==> src/sv/aabb_pkg.sv <==
// Package for the box table mover: table size, transaction structs and
// the command and status groups between controller and datapath.
// Depends on nothing; every other file uses it by scoped names.
`default_nettype none

package aabb_pkg;

  // Table depth and the widths derived from it.
  localparam int MAX_BOXES = 16;
  localparam int AW = (MAX_BOXES > 1) ? $clog2(MAX_BOXES) : 1;
  localparam int CW = $clog2(MAX_BOXES + 1);

  // Operation codes.
  localparam logic OP_WRITE = 1'b0;
  localparam logic OP_MOVE  = 1'b1;

  // Input transaction.
  typedef struct packed {
    logic               op;
    logic [3:0]         box_index;
    logic signed [15:0] new_x;
    logic signed [15:0] new_y;
    logic [15:0]        box_width;
    logic [15:0]        box_height;
    logic               present;
    logic signed [15:0] vel_x;
    logic signed [15:0] vel_y;
    logic [15:0]        step_time;
  } in_t;

  // Result transaction.
  typedef struct packed {
    logic signed [15:0] pos_x_out;
    logic signed [15:0] pos_y_out;
    logic               moved_x;
    logic               moved_y;
  } out_t;

  // Commands from the controller to the datapath.
  typedef struct packed {
    logic load_item;
    logic read_self;
    logic write_entry;
    logic calc_x;
    logic calc_y;
    logic scan_start;
    logic scan_run;
    logic commit_x;
    logic commit_y;
    logic finish;
  } ctrl_t;

  // Status from the datapath to the controller.
  typedef struct packed {
    logic is_write;
    logic can_move;
    logic scan_done;
  } stat_t;

endpackage

`default_nettype wire

==> src/sv/aabb_ctrl.sv <==
// Controller state machine for the box table mover.
// Depends on aabb_pkg for the command and status structs.
`default_nettype none

module aabb_ctrl (
  input  wire logic           clk,
  input  wire logic           rst,
  input  wire logic           start,
  input  wire aabb_pkg::stat_t stat,
  output aabb_pkg::ctrl_t     ctrl,
  output logic                busy
);

  localparam logic [2:0] S_IDLE  = 3'd0;
  localparam logic [2:0] S_RD    = 3'd1;
  localparam logic [2:0] S_CALCX = 3'd2;
  localparam logic [2:0] S_SCANX = 3'd3;
  localparam logic [2:0] S_CALCY = 3'd4;
  localparam logic [2:0] S_SCANY = 3'd5;
  localparam logic [2:0] S_DONE  = 3'd6;

  logic [2:0] state;
  logic [2:0] state_next;

  // State register.
  always_ff @(posedge clk) begin
    if (rst) begin
      state <= S_IDLE;
    end else begin
      state <= state_next;
    end
  end

  assign busy = (state != S_IDLE);

  // Next state and commands.
  always_comb begin
    state_next = state;
    ctrl = '0;
    case (state)
      S_IDLE: begin
        if (start) begin
          ctrl.load_item = 1'b1;
          state_next = S_RD;
        end
      end
      S_RD: begin
        ctrl.read_self = 1'b1;
        if (stat.is_write) begin
          ctrl.write_entry = 1'b1;
          state_next = S_DONE;
        end else begin
          state_next = S_CALCX;
        end
      end
      S_CALCX: begin
        ctrl.calc_x = 1'b1;
        if (stat.can_move) begin
          ctrl.scan_start = 1'b1;
          state_next = S_SCANX;
        end else begin
          state_next = S_DONE;
        end
      end
      S_SCANX: begin
        ctrl.scan_run = 1'b1;
        if (stat.scan_done) begin
          ctrl.commit_x = 1'b1;
          state_next = S_CALCY;
        end
      end
      S_CALCY: begin
        ctrl.calc_y = 1'b1;
        ctrl.scan_start = 1'b1;
        state_next = S_SCANY;
      end
      S_SCANY: begin
        ctrl.scan_run = 1'b1;
        if (stat.scan_done) begin
          ctrl.commit_y = 1'b1;
          state_next = S_DONE;
        end
      end
      S_DONE: begin
        ctrl.finish = 1'b1;
        state_next = S_IDLE;
      end
      default: begin
        state_next = S_IDLE;
      end
    endcase
  end

endmodule

`default_nettype wire

==> config.mk <==
export PLATFORM = sky130hd
export DESIGN_NAME = aabb_ctrl
export DESIGN_NICKNAME = d
export VERILOG_FILES = /design/src/sv/aabb_pkg.sv /design/src/sv/aabb_ctrl.sv
export SDC_FILE = /design/constraint.sdc
export NUM_CORES = 1
export LEC_CHECK = 0
export BUFFER_PORTS_ARGS = -buffer_cell sky130_fd_sc_hd__buf_2
export CELL_PAD_IN_SITES_DETAIL_PLACEMENT = 0
export CELL_PAD_IN_SITES_GLOBAL_PLACEMENT = 1
export CORE_AREA = 2 2 39 41
export CTS_BUF_LIST = sky130_fd_sc_hd__clkbuf_8
export DETAILED_ROUTE_END_ITERATION = 6
export DIE_AREA = 0 0 41 43
export PLACE_DENSITY = 0.6
export SYNTH_ARGS = -nofsm -noshare
export SYNTH_HDL_FRONTEND = slang
export SYNTH_SLANG_ARGS = --single-unit
export TNS_END_PERCENT = 10
==> constraint.sdc <==
create_clock -name clk -period 1.3 [get_ports clk]
set_clock_uncertainty 0.15 [all_clocks]
set_input_delay 0.26 -clock clk [delete_from_list [all_inputs] [get_ports clk]]
set_output_delay 0.26 -clock clk [all_outputs]
set_load 0.05 [all_outputs]
# --- Word-level counts from Yosys, hierarchy flattened ---
# Cells that the tools add are included.
totals:
  elab_cells: 33
  inputBits: 6
  reg_bits: 3
  out_inout_bits: 11
classes:
  reduce_logical: 4
  mux: 19
  eq_ne: 9
op_table:
  columns: ["cell", "count"]
  rows:
  - ["case mux 3 bit (6 select lines)", 1]
  - ["two-way mux 3 bit", 5]
  - ["two-way mux 1 bit", 11]
  - ["equality test 3 bit (second input constant)", 3]
  - ["equality test 3 x 2 -> 1 bit (second input constant)", 2]
  - ["inequality test 2 bit (second input constant)", 3]
  - ["equality test 3 x 1 -> 1 bit (second input constant)", 1]
  - ["zero test 3 bit", 1]
  - ["AND reduction 3 bit", 1]
  - ["nonzero test 3 bit", 1]
  - ["two-way mux 2 bit", 1]
  - ["case mux 1 bit (2 select lines)", 1]
  - ["OR reduction 2 bit", 1]

# --- Depth between registers and ports, before layout ---
# Gate-level depths: netlist of the first run.
depth:
  depth_word: 3
  ltp_mapped: 4
  depth_no_buf: 3

# --- Least setup slack after synthesis of the first run ---
# Ideal clock, no wire load.
synth_timing:
  path_kind: "register -> output"
  startpoint: "register state[0]"
  endpoint: "output port ctrl[8] in the netlist's numbering"
  arrival_ps: 1538
  path_buffers: 1
  t_required_ps: 890
  setup_slack_ps: -648
  path_stages_with_launch: 4
  cell_sequence: "dfxtp_1 buf_6 inv_2 nor3_1"
synth_rtl:
  columns: ["element", "line_no", "text"]
  rows:
  - ["start: declaration", "aabb_ctrl.sv:22", "logic [2:0] state;"]
  - ["start signal: assignment", "aabb_ctrl.sv:30", "state <= state_next;"]
  - ["end: declaration", "aabb_ctrl.sv:10", "output aabb_pkg::ctrl_t ctrl,"]

==> results of run 1 <==
per-stage QoR:
stage	TNS (ps)	hold slack [ps]	worst slack (ps)	power, W	instances
5_1_grt	-2670	80.3	-300	0.00140	80
3_3_place_gp	-1310	298	-178	0.000866	74
2_1_floorplan	-312	167	-94.4	0.000685	34
6_report	-2180	76.1	-258	0.00134	80
4_1_cts	-2010	78.1	-261	0.00128	78
3_5_place_dp	-1280	302	-170	0.000859	74
routing by layer:
metal  global-route usage (%)  vias to the layer above  wire, µm
met4                     4.00                        0         0
met3                     3.14                        0        57
met1                     15.1                      161       386
li1                         -                      181         -
met5                        0                        -         0
met2                     20.3                       15       551
layout by cell type, fill, tap and decap left out, types with 3 or more instances in the layout:
cell,count
buf_8,5
buf_4,10
nor2_4,5
buf_2,5
dfxtp_4,3
buf_6,8
clkbuf_8,3
area by class of cell:
| class | count | share of cell area, % |
|---|---|---|
| Clock inverter | 1 | 0.554 |
| Clock buffer | 3 | 6.09 |
| Inverter | 3 | 2.40 |
| Sequential cell | 3 | 10.5 |
| Tap cell | 16 | 2.95 |
| Timing Repair Buffer | 28 | 39.1 |
| Multi-Input combinational cell | 26 | 38.4 |
final timing paths:
| path | startpoint | endpoint | slack [ps] | cells after the start |
|---|---|---|---|---|
| hold / removal | rst | state[2]$_SDFFE_PP0P_ | 80 | 2 |
| setup / recovery | state[1]$_SDFFE_PP0P_ | ctrl[7] | -260 | 4 |
| setup reg to reg | state[1]$_SDFFE_PP0P_ | state[0]$_SDFFE_PP0P_ | -90 | 6 |
| hold reg to reg | state[1]$_SDFFE_PP0P_ | state[2]$_SDFFE_PP0P_ | 430 | 2 |
critical path: stages, from the launching register on:
cell and delay [ps]:
dfxtp_4 350, buf_6 130, nor2_4 120, and3_4 200
buf_8 140
power by group through the flow:
stage                     sequential (W)  clock, W  combinational, W
after floorplan                 0.000144         0          0.000541
after global placement          0.000165         0          0.000701
after detailed placement        0.000165         0          0.000694
after CTS                       0.000184  0.000269          0.000827
after global routing            0.000189  0.000277          0.000932
final                           0.000184  0.000263          0.000888
cells by family after synthesis:
group,count (synthesis)
DFF,3
AOI/OAI and AO/OA,10
and+or+nand+nor,16
buffers and inverters,5
repair_timing:
action                                  CTS  global route
pin swaps                                 1             5
gates resized for setup                  36             5
endpoints found under the setup margin   13            13
setup buffers                             0             2
==> flow_summary.json, run 1 <==
{
  "startpoint_type": "flip-flop",
  "intPower_w": 0.000718,
  "clock_sinks": 3,
  "finalWorstSetupSlack_ps": -258,
  "reg_top3": "state x3",
  "pwr-share-seq_pct": 13.8,
  "postRouteAntennaNets": 0,
  "yosysWarnings": 0,
  "yosys.area_share.adder_pct": 0,
  "p_comb_share_pct": 66.5,
  "maxCapViolations": 0,
  "p_per_area_nw_per_um2": 1970,
  "viasPerCell": 4.46,
  "drv_slew": 0,
  "synth_edf_count": 0,
  "irDropWorstVdd_mv": 0.671,
  "synth_cells": 34,
  "synth_commonest_cells": "5 x nor2_1, 3 x and3_1, 3 x dfxtp_1, 3 x nand2_1",
  "diodes": 0,
  "pwr-share-clk_pct": 19.7,
  "finalWirelength_um": 994,
  "tritoncts": "yes",
  "power.leakage_nw": 0.287,
  "cp_max_fo": 4,
  "ys_seq_area_share_pct": 24.0,
  "critPathKind": "flip-flop to primary output",
  "grt_pass1_vias": 359,
  "ys_types": 19,
  "failed_checks": "negative setup slack",
  "route.detailed.drc": 0,
  "worstPathRequired_ps": 890,
  "design.die.area_um2": 1760,
  "dp_hpwl_um": 629,
  "num-fill-cells": 135,
  "syn_area_um2": 250,
  "netlist.area_leader.share_pct": 24.0,
  "area_delta_synth_final_pct": 171,
  "wl_per_cell_um": 12.4,
  "synth_area_leader_cell": "dfxtp_1",
  "fmax_mhz": 642,
  "p_sw_share_pct": 46.2,
  "via_count": 357,
  "insertion_delay_ps": 210,
  "drt-pass1-iter-count": 1,
  "clk_pin_slew_ps": 30,
  "synth_top_family_by_area": "simple AND/OR/NAND/NOR gates",
  "grt_antenna_before_repair": 0,
  "synth_nets": 40,
  "place_area_um2": 484,
  "final_area_um2": 678,
  "syn_avg_cell_area_um2": 7.36,
  "initial_core_util_pct": 18.1,
  "layout.area.seq_um2": 71.3,
  "drt_iter0_markers": 0,
  "ctsHoldBuffers": 0,
  "grt_max_degree": 10,
  "fin_crit_sh_pct": 120,
  "htreeDepth": 1,
  "grtUsageTotal_pct": 12.4,
  "gp_congestion": 0.715,
  "yosysMostFrequentCell": "nor2_1",
  "hp-class": "primary input to flip-flop",
  "synthFlopType": "dfxtp_1",
  "synth_seq_cells": 3,
  "cts-root-buf": "clkbuf_8",
  "drive_gt1_share_pct": 81.3,
  "synthSimpleGateAreaFrac_pct": 33.5,
  "io_pins": 17,
  "fp.coreArea_um2": 1380,
  "synth_xor_area_share_pct": 0,
  "min_period_ps": 1560,
  "synth.area.top_cells": "dfxtp_1 24%, buf_6 9.0%, and3_1 7.5%",
  "io_buffers": 16,
  "hold_viol_final": 0,
  "crit_path_end_kind": "primary output",
  "cts_buffers": 3,
  "multi_input_area_um2": 260,
  "ys_async_sr_fraction_pct": 0,
  "rows": 14,
  "slew_headroom_pct": 74.5,
  "status": "finished, violations left",
  "post-route-util_pct": 49.0,
  "synth_compound_area_share_pct": 29.0,
  "crit_arrival_ps": 1150,
  "die_x_um": 41,
  "final_nets": 71,
  "switchingPower_w": 0.000617,
  "grt-ovfl-total": 0,
  "tightest_slew_ps": 383,
  "die_h_um": 43,
  "setup_violations": 13,
  "rsz0062_at_grt": "yes",
  "regMostFlops": "state",
  "cts_buffer_depth": 2,
  "grt_pass1_wl_um": 1500,
  "muxShareOfSynthArea_pct": 0,
  "largest_reg_flops": 3
}
Power figures use the tool's default switching activity.
==> inputs of run 2 (changes only) <==
--- a/config.mk
+++ b/config.mk
@@ -9,10 +9,9 @@
 export CELL_PAD_IN_SITES_DETAIL_PLACEMENT = 0
 export CELL_PAD_IN_SITES_GLOBAL_PLACEMENT = 1
 export CORE_AREA = 2 2 39 41
-export CTS_BUF_LIST = sky130_fd_sc_hd__clkbuf_8
 export DETAILED_ROUTE_END_ITERATION = 6
 export DIE_AREA = 0 0 41 43
-export PLACE_DENSITY = 0.6
+export PLACE_DENSITY = 0.65
 export SYNTH_ARGS = -nofsm -noshare
 export SYNTH_HDL_FRONTEND = slang
 export SYNTH_SLANG_ARGS = --single-unit
==> flow_summary.json, run 2 (same netlist as run 1, synthesis figures left out) <==
{
  "reg_top3": "state x3",
  "critPathKind": "flip-flop to primary output",
  "num-fill-cells": 147,
  "mostFrequentLayoutCells": "9 x buf_4, 7 x buf_6, 5 x nor2_4, 5 x buf_2, 4 x buf_8",
  "route.detailed.drc": 0,
  "clk_pin_slew_ps": 40,
  "die_h_um": 43,
  "grt-ovfl-total": 0,
  "grt_pass1_vias": 314,
  "cts_buffer_depth": 2,
  "io_pins": 17,
  "tightest_slew_ps": 353,
  "irDropWorstVdd_mv": 0.600,
  "cts_buffers": 3,
  "initial_core_util_pct": 18.1,
  "cp_num_buf_inv": 1,
  "final_nets": 68,
  "r2r_setup_slack_ps": 30,
  "cp_slowest_cell": "dfxtp_4",
  "gp_congestion": 0.662,
  "crit_path_end_kind": "primary output",
  "drive_gt1_share_pct": 80.3,
  "dp_hpwl_um": 636,
  "status": "finished, violations left",
  "place_ws_ps": -240,
  "io_buffers": 16,
  "area_delta_synth_final_pct": 140,
  "p_per_area_nw_per_um2": 1870,
  "worstPathRequired_ps": 890,
  "hold_viol_final": 0,
  "via_count": 336,
  "fmax_mhz": 650,
  "worstPathCellList": "nand2b_4 > o22ai_4 > buf_6",
  "finalWirelength_um": 809,
  "layout_commonest_cell": "buf_4",
  "rows": 14,
  "grtUsageTotal_pct": 10.1,
  "r2r_end": "state[2]$_SDFFE_PP0P_",
  "diodes": 0,
  "wl_per_cell_um": 10.5,
  "cp_max_fo": 7,
  "htreeDepth": 1,
  "drt-pass1-iter-count": 2,
  "hp-start": "rst",
  "ctsHoldBuffers": 0,
  "final_area_um2": 602,
  "timing.rr.start": "state[0]$_SDFFE_PP0P_",
  "power.leakage_nw": 0.258,
  "crit_arrival_ps": 1130,
  "grt_antenna_before_repair": 0,
  "die_x_um": 41,
  "startpoint_type": "flip-flop",
  "design.die.area_um2": 1760,
  "postRouteAntennaNets": 0,
  "place_area_um2": 477,
  "clock_sinks": 3,
  "insertion_delay_ps": 230,
  "fin_crit_sh_pct": 118,
  "reg2regPathDepth": 3,
  "min_delay_worst_endpoint": "state[2]$_SDFFE_PP0P_",
  "multi_input_area_um2": 244,
  "rsz0062_at_grt": "yes",
  "tritoncts": "yes",
  "setup_violations": 11,
  "grt_max_degree": 8,
  "max_stage_delay_ps": 370,
  "largest_reg_flops": 3,
  "layout.area.seq_um2": 68.8,
  "hp-class": "primary input to flip-flop",
  "drv_slew": 0,
  "cts-root-buf": "clkbuf_4",
  "slew_headroom_pct": 76.4,
  "grt_pass1_wl_um": 1230,
  "fp.coreArea_um2": 1380,
  "regMostFlops": "state",
  "drt_iter0_markers": 1,
  "whs_path_depth": 2,
  "finalWorstSetupSlack_ps": -239,
  "failed_checks": "negative setup slack",
  "min_period_ps": 1540,
  "viasPerCell": 4.36,
  "critPathTopFamily": "flip-flops",
  "maxCapViolations": 0
}
==> run 2: cell count changes in the layout (fill, tap and decap cells not counted), sizes merged <==
cell and change:
clkbuf +1, buf -3, inv -1
==> run 2: power by group <==
| group | switching (W) | leakage [nW] | internal (W) |
|---|---|---|---|
| Clock | 0.0000442 | 0.0150 | 0.000115 |
| Sequential | 0.0000531 | 0.0264 | 0.000123 |
| Combinational | 0.000461 | 0.217 | 0.000327 |
==> run 2: worst max path at each step <==
| stage | to | slack (ps) | from | depth (start not counted) |
|---|---|---|---|---|
| 2_1_floorplan | ctrl[4] | -90 | state[1]$_SDFFE_PP0P_ | 3 |
| 3_3_place_gp | ctrl[3] | -210 | state[1]$_SDFFE_PP0P_ | 3 |
| 3_5_place_dp | ctrl[3] | -240 | state[1]$_SDFFE_PP0P_ | 3 |
| 4_1_cts | ctrl[4] | -260 | state[1]$_SDFFE_PP0P_ | 3 |
| 5_1_grt | ctrl[4] | -300 | state[1]$_SDFFE_PP0P_ | 3 |
| 6_report | ctrl[4] | -240 | state[1]$_SDFFE_PP0P_ | 3 |
==> run 2: metrics by stage <==
stage	utilization, %	std cells	total power (W)	hold slack (ps)	setup TNS (ps)
floorplan	-	34	0.000685	167	-312
global placement	34.4	73	0.000840	314	-1260
detailed placement	34.4	73	0.000843	315	-1400
CTS	42.0	77	0.00112	72.0	-2080
global route	43.5	77	0.00120	65.7	-2570
finish	43.5	77	0.00112	77.0	-1930
==> run 2: layout make-up <==
cell class	instances	share of cell area [%]
flip-flops and latches	3	11.4
clock buffers	4	4.37
multi-input cells	26	40.5
inverters	3	1.87
repair buffers	25	38.5
well taps	16	3.33
==> run 2: timing repair <==
action	CTS	global route
endpoints found under the setup margin	12	12
pin swaps	3	2
gates cloned	0	0
resized for setup	26	6
buffers inserted	0	0
==> run 2: metal layers <==
metal / GRT usage [%] / vias up / wire length [µm]
met5: 0 / - / 0
met4: 4.00 / 0 / 0
met3: 3.14 / 0 / 48
met2: 16.9 / 12 / 427
met1: 11.1 / 150 / 333
li1: - / 174 / -
==> inputs of run 3 (changes only) <==
--- a/config.mk
+++ b/config.mk
@@ -5,13 +5,14 @@
 export SDC_FILE = /design/constraint.sdc
 export NUM_CORES = 1
 export LEC_CHECK = 0
+export ABC_AREA = 1
 export BUFFER_PORTS_ARGS = -buffer_cell sky130_fd_sc_hd__buf_2
 export CELL_PAD_IN_SITES_DETAIL_PLACEMENT = 0
 export CELL_PAD_IN_SITES_GLOBAL_PLACEMENT = 1
 export CORE_AREA = 2 2 39 41
 export DETAILED_ROUTE_END_ITERATION = 6
 export DIE_AREA = 0 0 41 43
-export PLACE_DENSITY = 0.65
+export PLACE_DENSITY = 0.7
 export SYNTH_ARGS = -nofsm -noshare
 export SYNTH_HDL_FRONTEND = slang
 export SYNTH_SLANG_ARGS = --single-unit
==> flow_summary.json, run 3 <==
{
  "die_h_um": 43,
  "slew_headroom_pct": 83.1,
  "hp-class": "primary input to flip-flop",
  "grt.busiest_layer": "met2",
  "grt_pass1_wl_um": 1370,
  "diodes": 0,
  "tritoncts": "yes",
  "worstPathRequired_ps": 890,
  "p_comb_share_pct": 77.3,
  "fmax_mhz": 648,
  "synth_commonest_cells": "9 x nand2_1, 9 x nor2_1, 5 x nand2_2",
  "rsz0062_at_grt": "yes",
  "synth_seq_cells": 3,
  "grt_pass1_vias": 368,
  "largest_reg_flops": 3,
  "synth_edf_count": 0,
  "postRouteAntennaNets": 0,
  "die_x_um": 41,
  "r2r_setup_slack_ps": 20,
  "mostFrequentLayoutCells": "10 x buf_4, 10 x buf_6, 8 x nand2_1",
  "drive_gt1_share_pct": 71.1,
  "layout.area.seq_um2": 71.3,
  "startpoint_type": "flip-flop",
  "regMostFlops": "state",
  "use_met1_pct": 14.2,
  "place_ws_ps": -196,
  "clk_pin_slew_ps": 40,
  "hold_viol_final": 0,
  "multi_input_area_um2": 234,
  "intPower_w": 0.000827,
  "dp_hpwl_um": 629,
  "cts-root-buf": "clkbuf_4",
  "ctsHoldBuffers": 0,
  "cp_max_fo": 5,
  "hp-start": "rst",
  "place_area_um2": 484,
  "synth_nets": 52,
  "finalWorstSetupSlack_ps": -242,
  "wl_per_cell_um": 8.40,
  "via_count": 369,
  "ys_seq_area_share_pct": 22.9,
  "cts_buffers": 3,
  "rows": 14,
  "synth.area.top_cells": "dfxtp_1 23%, nand2_1 13%, nor2_1 13%",
  "finalWirelength_um": 773,
  "crit_path_end_kind": "primary output",
  "final_area_um2": 607,
  "grtUsageMet3_pct": 3.14,
  "reg2regPathDepth": 8,
  "p_per_area_nw_per_um2": 3000,
  "failed_checks": "negative setup slack",
  "drt-pass1-iter-count": 4,
  "syn_avg_cell_area_um2": 5.71,
  "synthFlopType": "dfxtp_1",
  "route.detailed.drc": 0,
  "drt_iter0_markers": 3,
  "reg_top3": "state x3",
  "fin_crit_sh_pct": 119,
  "htreeDepth": 1,
  "grt_antenna_before_repair": 0,
  "post-route-util_pct": 43.9,
  "gr-usage-met2_pct": 16.6,
  "yosysWarnings": 0,
  "maxCapViolations": 0,
  "status": "finished, violations left",
  "critical_path.startpoint": "state[0]$_SDFFE_PP0P_",
  "design.die.area_um2": 1760,
  "insertion_delay_ps": 230,
  "num-fill-cells": 149,
  "p_sw_share_pct": 54.5,
  "fp.coreArea_um2": 1380,
  "pwr-share-seq_pct": 13.7,
  "critPathKind": "flip-flop to primary output",
  "crit_arrival_ps": 1130,
  "power.leakage_nw": 0.306,
  "cts_buffer_depth": 2,
  "whs_path_depth": 4,
  "ys_types": 14,
  "min_delay_worst_endpoint": "state[2]$_SDFFE_PP0P_",
  "initial_core_util_pct": 19.0,
  "gp_congestion": 0.734,
  "finalPower_w": 0.00182,
  "ys_async_sr_fraction_pct": 0,
  "post_cts_buffers": 0,
  "viasPerCell": 4.01,
  "io_pins": 17,
  "grtUsageTotal_pct": 11.3,
  "grt_max_degree": 7,
  "switchingPower_w": 0.000991,
  "synth_cells": 46,
  "min_period_ps": 1540,
  "timing.rr.start": "state[0]$_SDFFE_PP0P_",
  "r2r_end": "state[1]$_SDFFE_PP0P_",
  "netlist.area_leader.share_pct": 22.9,
  "pwr-share-clk_pct": 9.0,
  "setup_violations": 11,
  "syn_area_um2": 263,
  "drv_slew": 0,
  "synth_area_leader_cell": "dfxtp_1",
  "clock_sinks": 3,
  "final_nets": 83,
  "tightest_slew_ps": 255,
  "grt-ovfl-total": 0,
  "io_buffers": 16,
  "irDropWorstVdd_mv": 1.20,
  "area_delta_synth_final_pct": 131
}
-- run 3: cell type report --
type,count,area share (%)
Clock buffer,4,4.33
Inverter,8,6.19
Tap cell,16,3.30
Multi-Input combinational cell,35,38.6
Timing Repair Buffer,26,35.9
Sequential cell,3,11.8
-- run 3: per-layer routing --
layer	routed length, µm	up-vias
met5	0	-
met4	0	0
met3	29	0
met2	384	7
met1	359	161
li1	-	201
-- run 3: stage by stage --
step	instances	hold slack, ps	setup TNS [ps]
floorplan	46	280	-2180
global placement	88	384	-1780
detailed placement	88	381	-1920
CTS	92	124	-2550
global route	92	139	-3230
finish	92	135	-2370
-- run 3: how the worst max path moves through the flow --
stage	to	depth (start not counted)
after detailed placement	busy	5
after global placement	ctrl[9]	6
after floorplan	ctrl[4]	4
final	ctrl[5]	5
after CTS	ctrl[4]	4
after global routing	ctrl[4]	4
-- run 3: power groups by stage --
stage,clock [W],combinational [W],sequential (W)
global placement,0,0.00120,0.000212
CTS,0.000174,0.00138,0.000242
floorplan,0,0.000830,0.000214
detailed placement,0,0.00119,0.000215
global route,0.000183,0.00151,0.000256
finish,0.000164,0.00140,0.000249
-- run 3: cell families after synthesis --
family                 after synthesis  share of synthesized area (%)
AOI/OAI and AO/OA                    2                           3.81
buffers and inverters                8                           11.4
DFF                                  3                           22.9
and+or+nand+nor                     33                           61.9
-- run 3: timing repair --
action / 4_1_cts / 5_1_grt
pin swaps: 3 / 2
endpoints found under the setup margin: 14 / 14
gates resized for setup: 27 / 4
cloned: 0 / 0
-- run 3: critical path, stage by stage, from the launching register on --
cell and delay [ps]:
dfxtp_4 370, inv_4 80, nand2_4 70, buf_4 130
nor2_2 90, buf_6 160
